$ cat config.mk
export PLATFORM = sky130hd
export DESIGN_NAME = time_bucket_tick_aggregator_top_flat
export DESIGN_NICKNAME = d
export VERILOG_FILES = /design/src/hw/rtl/tbta_pkg.sv /design/src/hw/rtl/tbta_req_if.sv /design/src/hw/rtl/tbta_rsp_if.sv /design/src/hw/rtl/tbta_csr_if.sv /design/src/hw/rtl/tbta_div.sv /design/src/hw/rtl/time_bucket_tick_aggregator_top.sv /design/src/flat_wrapper.sv
export SDC_FILE = /design/constraint.sdc
export NUM_CORES = 1
export LEC_CHECK = 0
export BUFFER_PORTS_ARGS = -buffer_cell sky130_fd_sc_hd__buf_4
export CORE_ASPECT_RATIO = 1.5
export CORE_MARGIN = 1.5
export CORE_UTILIZATION = 60
export DETAILED_ROUTE_END_ITERATION = 8
export GPL_ROUTABILITY_DRIVEN = 0
export GPL_TIMING_DRIVEN = 0
export HOLD_SLACK_MARGIN = 0.06
export PLACE_DENSITY = 0.8
export SKIP_CTS_REPAIR_TIMING = 1
export SLEW_MARGIN = 25
export SYNTH_ARGS = -nofsm -noshare
export SYNTH_HDL_FRONTEND = slang
export SYNTH_HIERARCHICAL = 1
export SYNTH_SLANG_ARGS = --single-unit
$ cat constraint.sdc
create_clock -name clock -period 31.8 [get_ports clock]
set_input_delay 1.59 -clock clock [delete_from_list [all_inputs] [get_ports clock]]
set_output_delay 1.59 -clock clock [all_outputs]
set_load 0.05 [all_outputs]
$ cat src/hw/rtl/tbta_pkg.sv
// package for the time bucket tick aggregator
// widths, sequencer state type and divider control structs; no dependencies
`default_nettype none

package tbta_pkg;

   localparam int TIME_BITS   = 48;
   localparam int PRICE_BITS  = 32;
   localparam int IN_VOL_BITS = 32;
   localparam int VOL_BITS    = 48;
   localparam int PERIOD_BITS = 32;
   localparam int CNT_BITS    = $clog2(TIME_BITS);

   localparam logic [PERIOD_BITS-1:0] PERIOD_RESET = PERIOD_BITS'(1000);

   typedef enum logic [1:0] {
      ST_IDLE,
      ST_EVAL,
      ST_DIVIDE,
      ST_OPEN
   } state_type;

   typedef struct packed {
      logic                   start;
      logic [TIME_BITS-1:0]   dividend;
      logic [PERIOD_BITS-1:0] divisor;
   } div_req_type;

   typedef struct packed {
      logic                   done;
      logic [PERIOD_BITS-1:0] remainder;
   } div_rsp_type;

endpackage

`default_nettype wire

$ cat src/hw/rtl/tbta_req_if.sv
// tick input channel: valid/ready with the tick payload
// depends on tbta_pkg for field widths
`default_nettype none

interface tbta_req_if;
   logic                            valid;
   logic                            ready;
   logic [tbta_pkg::TIME_BITS-1:0]   tick_time_ms;
   logic [tbta_pkg::PRICE_BITS-1:0]  tick_price;
   logic [tbta_pkg::IN_VOL_BITS-1:0] tick_volume;

   modport source (output valid, tick_time_ms, tick_price, tick_volume, input ready);
   modport sink   (input valid, tick_time_ms, tick_price, tick_volume, output ready);
endinterface

`default_nettype wire

$ cat src/hw/rtl/tbta_rsp_if.sv
// closed bar output channel: valid/ready with the bar payload
// depends on tbta_pkg for field widths
`default_nettype none

interface tbta_rsp_if;
   logic                           valid;
   logic                           ready;
   logic [tbta_pkg::TIME_BITS-1:0]  bar_start_ms;
   logic [tbta_pkg::PRICE_BITS-1:0] bar_high;
   logic [tbta_pkg::PRICE_BITS-1:0] bar_low;
   logic [tbta_pkg::VOL_BITS-1:0]   bar_volume;

   modport source (output valid, bar_start_ms, bar_high, bar_low, bar_volume, input ready);
   modport sink   (input valid, bar_start_ms, bar_high, bar_low, bar_volume, output ready);
endinterface

`default_nettype wire

$ cat src/hw/rtl/tbta_csr_if.sv
// configuration write channel: valid/ready with the bucket period
// depends on tbta_pkg for the register width
`default_nettype none

interface tbta_csr_if;
   logic                            valid;
   logic                            ready;
   logic [tbta_pkg::PERIOD_BITS-1:0] data;

   modport source (output valid, data, input ready);
   modport sink   (input valid, data, output ready);
endinterface

`default_nettype wire

$ cat src/hw/rtl/tbta_div.sv
// serial restoring divider, one quotient bit per cycle, remainder only
// depends on tbta_pkg for widths and the div_req_type / div_rsp_type structs
`default_nettype none

module tbta_div (
   input  wire                   clock,
   input  wire                   reset,
   input  tbta_pkg::div_req_type req,
   output tbta_pkg::div_rsp_type rsp
);

   logic [tbta_pkg::TIME_BITS-1:0]   dvd_ff, dvd_in;
   logic [tbta_pkg::PERIOD_BITS-1:0] dvs_ff, dvs_in;
   logic [tbta_pkg::PERIOD_BITS-1:0] rem_ff, rem_in;
   logic [tbta_pkg::CNT_BITS-1:0]    cnt_ff, cnt_in;
   logic                             busy_ff, busy_in;
   logic                             done_ff, done_in;

   logic [tbta_pkg::PERIOD_BITS:0]   shifted;
   logic [tbta_pkg::PERIOD_BITS:0]   diff;

   always_comb begin
      shifted = {rem_ff, dvd_ff[tbta_pkg::TIME_BITS-1]};
      diff    = shifted - {1'b0, dvs_ff};
      dvd_in  = dvd_ff;
      dvs_in  = dvs_ff;
      rem_in  = rem_ff;
      cnt_in  = cnt_ff;
      busy_in = busy_ff;
      done_in = 1'b0;
      if (req.start) begin
         dvd_in  = req.dividend;
         dvs_in  = req.divisor;
         rem_in  = '0;
         cnt_in  = tbta_pkg::CNT_BITS'(tbta_pkg::TIME_BITS - 1);
         busy_in = 1'b1;
      end else if (busy_ff) begin
         dvd_in = {dvd_ff[tbta_pkg::TIME_BITS-2:0], 1'b0};
         // shifted stays below twice the divisor, so one subtract restores
         if (shifted >= {1'b0, dvs_ff}) begin
            rem_in = diff[tbta_pkg::PERIOD_BITS-1:0];
         end else begin
            rem_in = shifted[tbta_pkg::PERIOD_BITS-1:0];
         end
         cnt_in = cnt_ff - tbta_pkg::CNT_BITS'(1);
         if (cnt_ff == '0) begin
            busy_in = 1'b0;
            done_in = 1'b1;
         end
      end
   end

   always_ff @(posedge clock) begin
      if (reset) begin
         busy_ff <= 1'b0;
         done_ff <= 1'b0;
      end else begin
         busy_ff <= busy_in;
         done_ff <= done_in;
      end
      dvd_ff <= dvd_in;
      dvs_ff <= dvs_in;
      rem_ff <= rem_in;
      cnt_ff <= cnt_in;
   end

   assign rsp.done      = done_ff;
   assign rsp.remainder = rem_ff;

endmodule

`default_nettype wire

$ cat src/hw/rtl/time_bucket_tick_aggregator_top.sv
// time bucket tick aggregator: groups trade ticks into fixed-length time bars
// depends on tbta_pkg, tbta_req_if, tbta_rsp_if, tbta_csr_if and tbta_div
//
// usage:
//   req carries ticks (time in ms, price, volume), rsp carries closed bars
//   (aligned start, high, low, saturating volume sum), csr writes the bucket
//   period in ms (zero acts as one). csr is always ready; write it only while
//   the block is idle.
//   a tick that folds into the open bar passes through accept and evaluate.
//   a tick that opens a bar (first tick, or one that closes the previous bar)
//   goes through accept, evaluate, divide and open; its aligned start comes
//   from a serial divider, one quotient bit per cycle over the 48 time bits.
//   a closed bar appears on rsp once the accepted tick is evaluated, and stays
//   in the output register until taken; req.ready is high only in the idle
//   state, so a new tick can be accepted while a bar waits on rsp. a tick that
//   would close another bar while the output register is still full waits
//   in the evaluate state until the receiver takes the pending bar.
//   reset sets the period to 1000, drops the open bar and empties rsp; the
//   last open bar is never flushed.
`default_nettype none

module time_bucket_tick_aggregator_top (
   input  wire         clock,
   input  wire         reset,
   tbta_req_if.sink    req,
   tbta_rsp_if.source  rsp,
   tbta_csr_if.sink    csr
);

   tbta_pkg::state_type state_ff, state_in;

   logic [tbta_pkg::PERIOD_BITS-1:0] period_ff, period_in;
   logic [tbta_pkg::PERIOD_BITS-1:0] cur_period_ff, cur_period_in;

   logic [tbta_pkg::TIME_BITS-1:0]   tick_time_ff, tick_time_in;
   logic [tbta_pkg::PRICE_BITS-1:0]  tick_price_ff, tick_price_in;
   logic [tbta_pkg::IN_VOL_BITS-1:0] tick_vol_ff, tick_vol_in;

   logic                             open_ff, open_in;
   logic [tbta_pkg::TIME_BITS-1:0]   open_start_ff, open_start_in;
   logic [tbta_pkg::PRICE_BITS-1:0]  open_high_ff, open_high_in;
   logic [tbta_pkg::PRICE_BITS-1:0]  open_low_ff, open_low_in;
   logic [tbta_pkg::VOL_BITS-1:0]    open_vol_ff, open_vol_in;

   logic                             out_valid_ff, out_valid_in;
   logic [tbta_pkg::TIME_BITS-1:0]   out_start_ff, out_start_in;
   logic [tbta_pkg::PRICE_BITS-1:0]  out_high_ff, out_high_in;
   logic [tbta_pkg::PRICE_BITS-1:0]  out_low_ff, out_low_in;
   logic [tbta_pkg::VOL_BITS-1:0]    out_vol_ff, out_vol_in;

   tbta_pkg::div_req_type div_req;
   tbta_pkg::div_rsp_type div_rsp;

   logic                             accept;
   logic                             out_free;
   logic [tbta_pkg::TIME_BITS-1:0]   elapsed;
   logic                             closes;
   logic [tbta_pkg::VOL_BITS:0]      vol_sum;

   // control decoded from the state
   logic                             do_close;
   logic                             do_fold;
   logic                             do_open;

   tbta_div u_div (
      .clock (clock),
      .reset (reset),
      .req   (div_req),
      .rsp   (div_rsp)
   );

   assign accept   = req.valid && req.ready;
   assign out_free = !out_valid_ff || rsp.ready;
   assign elapsed  = tick_time_ff - open_start_ff;
   assign closes   = open_ff && (tick_time_ff >= open_start_ff)
                     && (elapsed >= tbta_pkg::TIME_BITS'(cur_period_ff));
   assign vol_sum  = {1'b0, open_vol_ff} + (tbta_pkg::VOL_BITS + 1)'(tick_vol_ff);

   // next state
   always_comb begin
      state_in = state_ff;
      case (state_ff)
         tbta_pkg::ST_IDLE: begin
            if (accept) state_in = tbta_pkg::ST_EVAL;
         end
         tbta_pkg::ST_EVAL: begin
            if (!open_ff) begin
               state_in = tbta_pkg::ST_DIVIDE;
            end else if (closes) begin
               if (out_free) state_in = tbta_pkg::ST_DIVIDE;
            end else begin
               state_in = tbta_pkg::ST_IDLE;
            end
         end
         tbta_pkg::ST_DIVIDE: begin
            if (div_rsp.done) state_in = tbta_pkg::ST_OPEN;
         end
         tbta_pkg::ST_OPEN: begin
            state_in = tbta_pkg::ST_IDLE;
         end
         default: state_in = tbta_pkg::ST_IDLE;
      endcase
   end

   // outputs of the sequencer
   always_comb begin
      req.ready        = 1'b0;
      do_close         = 1'b0;
      do_fold          = 1'b0;
      do_open          = 1'b0;
      div_req.start    = 1'b0;
      div_req.dividend = tick_time_ff;
      div_req.divisor  = cur_period_ff;
      case (state_ff)
         tbta_pkg::ST_IDLE: begin
            req.ready = 1'b1;
         end
         tbta_pkg::ST_EVAL: begin
            if (!open_ff) begin
               div_req.start = 1'b1;
            end else if (closes) begin
               if (out_free) begin
                  do_close      = 1'b1;
                  div_req.start = 1'b1;
               end
            end else begin
               do_fold = 1'b1;
            end
         end
         tbta_pkg::ST_DIVIDE: begin
         end
         tbta_pkg::ST_OPEN: begin
            do_open = 1'b1;
         end
         default: begin
         end
      endcase
   end

   always_comb begin
      period_in     = period_ff;
      cur_period_in = cur_period_ff;
      tick_time_in  = tick_time_ff;
      tick_price_in = tick_price_ff;
      tick_vol_in   = tick_vol_ff;
      open_in       = open_ff;
      open_start_in = open_start_ff;
      open_high_in  = open_high_ff;
      open_low_in   = open_low_ff;
      open_vol_in   = open_vol_ff;
      out_valid_in  = out_valid_ff && !rsp.ready;
      out_start_in  = out_start_ff;
      out_high_in   = out_high_ff;
      out_low_in    = out_low_ff;
      out_vol_in    = out_vol_ff;

      if (csr.valid) period_in = csr.data;

      if (accept) begin
         tick_time_in  = req.tick_time_ms;
         tick_price_in = req.tick_price;
         tick_vol_in   = req.tick_volume;
         // zero period behaves as one
         cur_period_in = (period_ff == '0) ? tbta_pkg::PERIOD_BITS'(1) : period_ff;
      end

      if (do_close) begin
         out_valid_in = 1'b1;
         out_start_in = open_start_ff;
         out_high_in  = open_high_ff;
         out_low_in   = open_low_ff;
         out_vol_in   = open_vol_ff;
         open_in      = 1'b0;
      end

      if (do_fold) begin
         if (tick_price_ff > open_high_ff) open_high_in = tick_price_ff;
         if (tick_price_ff < open_low_ff)  open_low_in  = tick_price_ff;
         // saturate on carry out of the volume sum
         if (vol_sum[tbta_pkg::VOL_BITS]) begin
            open_vol_in = '1;
         end else begin
            open_vol_in = vol_sum[tbta_pkg::VOL_BITS-1:0];
         end
      end

      if (do_open) begin
         open_in       = 1'b1;
         open_start_in = tick_time_ff - tbta_pkg::TIME_BITS'(div_rsp.remainder);
         open_high_in  = tick_price_ff;
         open_low_in   = tick_price_ff;
         open_vol_in   = tbta_pkg::VOL_BITS'(tick_vol_ff);
      end
   end

   always_ff @(posedge clock) begin
      if (reset) begin
         state_ff     <= tbta_pkg::ST_IDLE;
         period_ff    <= tbta_pkg::PERIOD_RESET;
         open_ff      <= 1'b0;
         out_valid_ff <= 1'b0;
      end else begin
         state_ff     <= state_in;
         period_ff    <= period_in;
         open_ff      <= open_in;
         out_valid_ff <= out_valid_in;
      end
      cur_period_ff <= cur_period_in;
      tick_time_ff  <= tick_time_in;
      tick_price_ff <= tick_price_in;
      tick_vol_ff   <= tick_vol_in;
      open_start_ff <= open_start_in;
      open_high_ff  <= open_high_in;
      open_low_ff   <= open_low_in;
      open_vol_ff   <= open_vol_in;
      out_start_ff  <= out_start_in;
      out_high_ff   <= out_high_in;
      out_low_ff    <= out_low_in;
      out_vol_ff    <= out_vol_in;
   end

   assign csr.ready        = 1'b1;
   assign rsp.valid        = out_valid_ff;
   assign rsp.bar_start_ms = out_start_ff;
   assign rsp.bar_high     = out_high_ff;
   assign rsp.bar_low      = out_low_ff;
   assign rsp.bar_volume   = out_vol_ff;

endmodule

`default_nettype wire
$ cat src/flat_wrapper.sv
// flat-port wrapper written by rule: the top's interface ports become plain ports
module time_bucket_tick_aggregator_top_flat 
  (clock, reset, req_valid, req_tick_time_ms, req_tick_price, req_tick_volume, req_ready, rsp_valid, rsp_bar_start_ms, rsp_bar_high, rsp_bar_low, rsp_bar_volume, rsp_ready, csr_valid, csr_data, csr_ready);
  tbta_req_if req_i ();
  tbta_rsp_if rsp_i ();
  tbta_csr_if csr_i ();
  input  wire clock;
  input  wire reset;
  input wire logic [$bits(req_i.valid)-1:0] req_valid;
  input wire logic [$bits(req_i.tick_time_ms)-1:0] req_tick_time_ms;
  input wire logic [$bits(req_i.tick_price)-1:0] req_tick_price;
  input wire logic [$bits(req_i.tick_volume)-1:0] req_tick_volume;
  output wire logic [$bits(req_i.ready)-1:0] req_ready;
  output wire logic [$bits(rsp_i.valid)-1:0] rsp_valid;
  output wire logic [$bits(rsp_i.bar_start_ms)-1:0] rsp_bar_start_ms;
  output wire logic [$bits(rsp_i.bar_high)-1:0] rsp_bar_high;
  output wire logic [$bits(rsp_i.bar_low)-1:0] rsp_bar_low;
  output wire logic [$bits(rsp_i.bar_volume)-1:0] rsp_bar_volume;
  input wire logic [$bits(rsp_i.ready)-1:0] rsp_ready;
  input wire logic [$bits(csr_i.valid)-1:0] csr_valid;
  input wire logic [$bits(csr_i.data)-1:0] csr_data;
  output wire logic [$bits(csr_i.ready)-1:0] csr_ready;
  assign req_i.valid = req_valid;
  assign req_i.tick_time_ms = req_tick_time_ms;
  assign req_i.tick_price = req_tick_price;
  assign req_i.tick_volume = req_tick_volume;
  assign req_ready = req_i.ready;
  assign rsp_valid = rsp_i.valid;
  assign rsp_bar_start_ms = rsp_i.bar_start_ms;
  assign rsp_bar_high = rsp_i.bar_high;
  assign rsp_bar_low = rsp_i.bar_low;
  assign rsp_bar_volume = rsp_i.bar_volume;
  assign rsp_i.ready = rsp_ready;
  assign csr_i.valid = csr_valid;
  assign csr_i.data = csr_data;
  assign csr_ready = csr_i.ready;
  time_bucket_tick_aggregator_top u_core (.clock(clock), .reset(reset), .req(req_i), .rsp(rsp_i), .csr(csr_i));
endmodule
==> out/qor.csv <==
stage,metric,value,unit
outcome,status,"finished, final reports clean",
logic_synthesis,mux contribution to synthesized area,0.0272,
logic_synthesis,most frequent cell after synthesis,edfxtp_1,
setup_path,family with the most delay on the worst path,compound AO/OA/AOI/OAI gates,
global_routing,"Remaining Overflow, GRT",0,
setup_path,Worst setup EP type,register,
timing,final max-slew violation count,0,
clock_network,Clock transition at path regs,60,ps
setup_path,Stages on worst setup path,23,
setup_path,Setup crit end,u_core/u_div/dvd_ff[14]$_DFFE_PP_,
timing,unrepaired setup endpoints after global routing,false,
floorplanning,Die X,193,µm
logic_synthesis,post-synthesis register bit count,620,
clock_network,Root Driver,clkbuf_16,
logic_synthesis,Synth Warn #,6,
detailed_routing,WL final,86.0,mm
floorplanning,Die ar.,55400,µm²
detailed_routing,vias per inst,6.12,
setup_path,crit-path max cell delay,760,ps
detailed_routing,DRT Pass-1 Iters,7,
logic_synthesis,Synth top cells by count,"edfxtp_1, inv_1, ha_1",
timing,Worst Tran Pin Value,1030,ps
timing,min Tclk post-route,8290,ps
setup_path,CP Cell Sequence,inv_1 -> ha_1 -> fa_1 -> nand2b_1 -> a211oi_2 -> o2111ai_1 -> a31oi_1 -> nor2b_1 -> o21ai_0 -> xor2_1 -> ha_1 -> nand4_1 -> a2111oi_0 -> a21oi_1 -> o21ai_0 -> nor4_2 -> a31oi_1 -> nand2_1 -> a21oi_4 -> buf_16 -> clkbuf_1 -> nor2_1 -> inv_4,
clock_network,# H-tree levels,2,
floorplanning,Starting Density,0.605,
floorplanning,FP Rows,104,
layout,P&R area growth vs syn,18.0,%
timing,Clock Skew,35.1,ps
global_routing,Tot GR Track Use,0.309,
logic_synthesis,post-synthesis instance total,2801,
logic_synthesis,Mapped Area,32400,µm²
place,Final HPWL DP,63.6,mm
timing,Final setup viols,0,
global_routing,vias in the first global route,24300,
clock_network,CTS tree,done,
layout,share of cells above drive strength 1,0.177,
place,IO buf count,310,
logic_synthesis,"area leader, netlist",edfxtp_1,
timing,final hold violation count,0,
layout,area of the multi-input gates,13200,µm²
logic_synthesis,"Top FF cell, synth",edfxtp_1,
logic_synthesis,"EDFF count, synth",528,
logic_synthesis,"FFs w/ async S/R, synth",0,
floorplanning,DIE HEIGHT,287,µm
timing,relative max-transition margin,0.308,
global_routing,initial antenna violation count,3,
setup_path,R2R Path End,u_core/u_div/dvd_ff[14]$_DFFE_PP_,
detailed_routing,drt drc,0,
hold_path,worst hold path class,register to register,
setup_path,R2R cell count,23,
clock_network,later-pin clock latency in the skew report,660,ps
logic_synthesis,count of cell types in the netlist,96,
setup_path,critical path launch point,u_core/tick_time_ff[0]$_DFFE_PP_,
flow_run,max-capacitance violation count,0,
setup_path,crit path DAT,8550,ps
detailed_routing,DR iter-0 viols,1838,
detailed_routing,Routed Antenna Nets,0,
global_routing,first-pass GRT wire length,131,mm
setup_path,crit path max fanout,48,
place,post-placement cell count,3818,
logic_synthesis,area share of xor/xnor cells in the synthesized design,0.0365,
setup_path,"Req. time, crit path",32060,ps
logic_synthesis,largest family of logic cells by synthesized area,compound AO/OA/AOI/OAI gates,
floorplanning,I/O pin total,312,
clock_network,CTS Buffer Depth,3,
power_and_ir_drop,Peak supply drop,0.0630,mV
setup_path,Worst setup SP type,register,
power_and_ir_drop,Pwr per Cell Area,63.8,nW/µm²
logic_synthesis,Area contributors post-synth,"edfxtp_1, ha_1, dfxtp_1, inv_1, a21oi_1",
logic_synthesis,"Avg Cell Area, Syn",11.6,µm²
detailed_routing,routed len/inst,21.9,µm
setup_path,Reg2Reg Launch Point,u_core/tick_time_ff[0]$_DFFE_PP_,
logic_synthesis,Synth Area in Simple Gates,0.0977,
logic_synthesis,Compound-Gate Fraction of Synth Area,0.150,
layout,post-route cell area,38200,µm²
place,Placed Area,36000,µm²
setup_path,Worst Setup Path Type,register to register,
timing,setup_tns,0,ps
layout,Reg area,17700,µm²
setup_path,CP bufs+invs,4,
global_routing,largest net degree at the start of global routing,49,
layout,Nets,3583,
detailed_routing,total number of vias,24100,
logic_synthesis,Synth top area share,0.490,
setup_path,Worst path slowest cell,clkbuf_1,
power_and_ir_drop,P_leak,15.4,nW
floorplanning,core area,53500,µm²
layout,fill count,3662,
logic_synthesis,Synth Area in Adders,0.0956,
setup_path,R2R Setup Slk,23510,ps
clock_network,total CTS buffers,58,
timing,Fmax achieved,121,MHz
clock_network,Sink Count,620,
timing,final clock period utilization by the worst path,0.261,
logic_synthesis,"Net Count, Synth",3195,
layout,"Cell Count, Final, Fillers Out",3931,
logic_synthesis,register area share after synthesis,0.547,
## cell families (layout without fill, tap and decap cells)
logic type | count (synthesis) | in the layout
AOI/OAI and AO/OA | 707 | 707
and+or+nand+nor | 635 | 635
DFF | 620 | 620
buffers and inverters | 376 | 813
adders and majority gates | 245 | 245
xor gates and xnor gates | 135 | 135
muxes | 82 | 82
other | 1 | 5
## flip-flops by register name, indices dropped and copies added, names as in the netlist, 48 cells and up, named ones only
signal                   flops
u_core/rsp.bar_start_ms     48
u_core/open_start_ff        48
u_core/rsp.bar_volume       48
u_core/u_div/dvd_ff         48
u_core/tick_time_ff         48
u_core/open_vol_ff          48
## placed cells by master (no fill, tap or decap), drive strengths merged, types with 11 or more instances in the layout
master and count:
xor2 48, or3 11, xnor2 87, a31oi 42
bufinv 12, and3 19, a211oi 25, mux2 48
nor3 37, clkinv 17, nor2 184, o21a 25
a21o 94, o31ai 17, inv 258, clkbuf 153
edfxtp 528, nand4 49, a21oi 191, nand3 52
nand2 136, ha 241, dfxtp 92, nand2b 33
nor4 28, o21bai 27, a21boi 12, a311oi 28
mux2i 34, and2 11, nor2b 31, buf 367
o211ai 15, o21ai 125, a211o 13
## metrics by stage
step	util	power [mW]	setup slack (ps)	hold slack (ps)
after floorplan	-	1.48	20660	408
after global placement	0.665	1.63	15880	429
after detailed placement	0.674	1.66	23770	432
after CTS	0.714	2.43	23750	432
after global routing	0.714	2.54	23230	454
final	0.714	2.44	23510	421
## report_power, final
| group | switching (mW) | internal, mW | leakage (nW) |
|---|---|---|---|
| combinational | 0.397 | 0.264 | 8.80 |
| clock | 0.316 | 0.453 | 1.03 |
| sequential | 0.0537 | 0.952 | 5.60 |
| total | 0.766 | 1.67 | 15.4 |
## worst min-delay path by stage
stage	start	end	slack, ps	depth (start not counted)
floorplan	u_core/open_vol_ff[38]$_SDFFE_PP0P_	u_core/rsp.bar_volume[38]$_DFFE_PP_	410	0
global placement	u_core/open_low_ff[3]$_DFFE_PP_	u_core/rsp.bar_low[3]$_DFFE_PP_	430	0
detailed placement	u_core/cur_period_ff[30]$_SDFFCE_PN0P_	u_core/u_div/dvs_ff[30]$_DFFE_PP_	430	0
CTS	u_core/cur_period_ff[30]$_SDFFCE_PN0P_	u_core/u_div/dvs_ff[30]$_DFFE_PP_	430	0
global route	u_core/cur_period_ff[30]$_SDFFCE_PN0P_	u_core/u_div/dvs_ff[30]$_DFFE_PP_	450	0
finish	u_core/cur_period_ff[30]$_SDFFCE_PN0P_	u_core/u_div/dvs_ff[30]$_DFFE_PP_	420	0
## per-layer routing
layer	global-route usage	wire length, µm	vias to the layer above
li1	-	-	11200
met1	0.332	30200	11600
met2	0.556	44700	1067
met3	0.0653	6000	287
met4	0.175	4980	2
met5	0	16	-
## layout make-up
class | count | area share
Sequential cell | 620 | 0.463
Multi-Input combinational cell | 1805 | 0.346
Timing Repair Buffer | 328 | 0.0722
Clock buffer | 75 | 0.0416
Inverter | 259 | 0.0255
Tap cell | 689 | 0.0226
Clock inverter | 34 | 0.0143
Buffer | 117 | 0.0142
Antenna cell | 4 | 0.000262
Note: power is estimated with default switching activity, not from simulation.
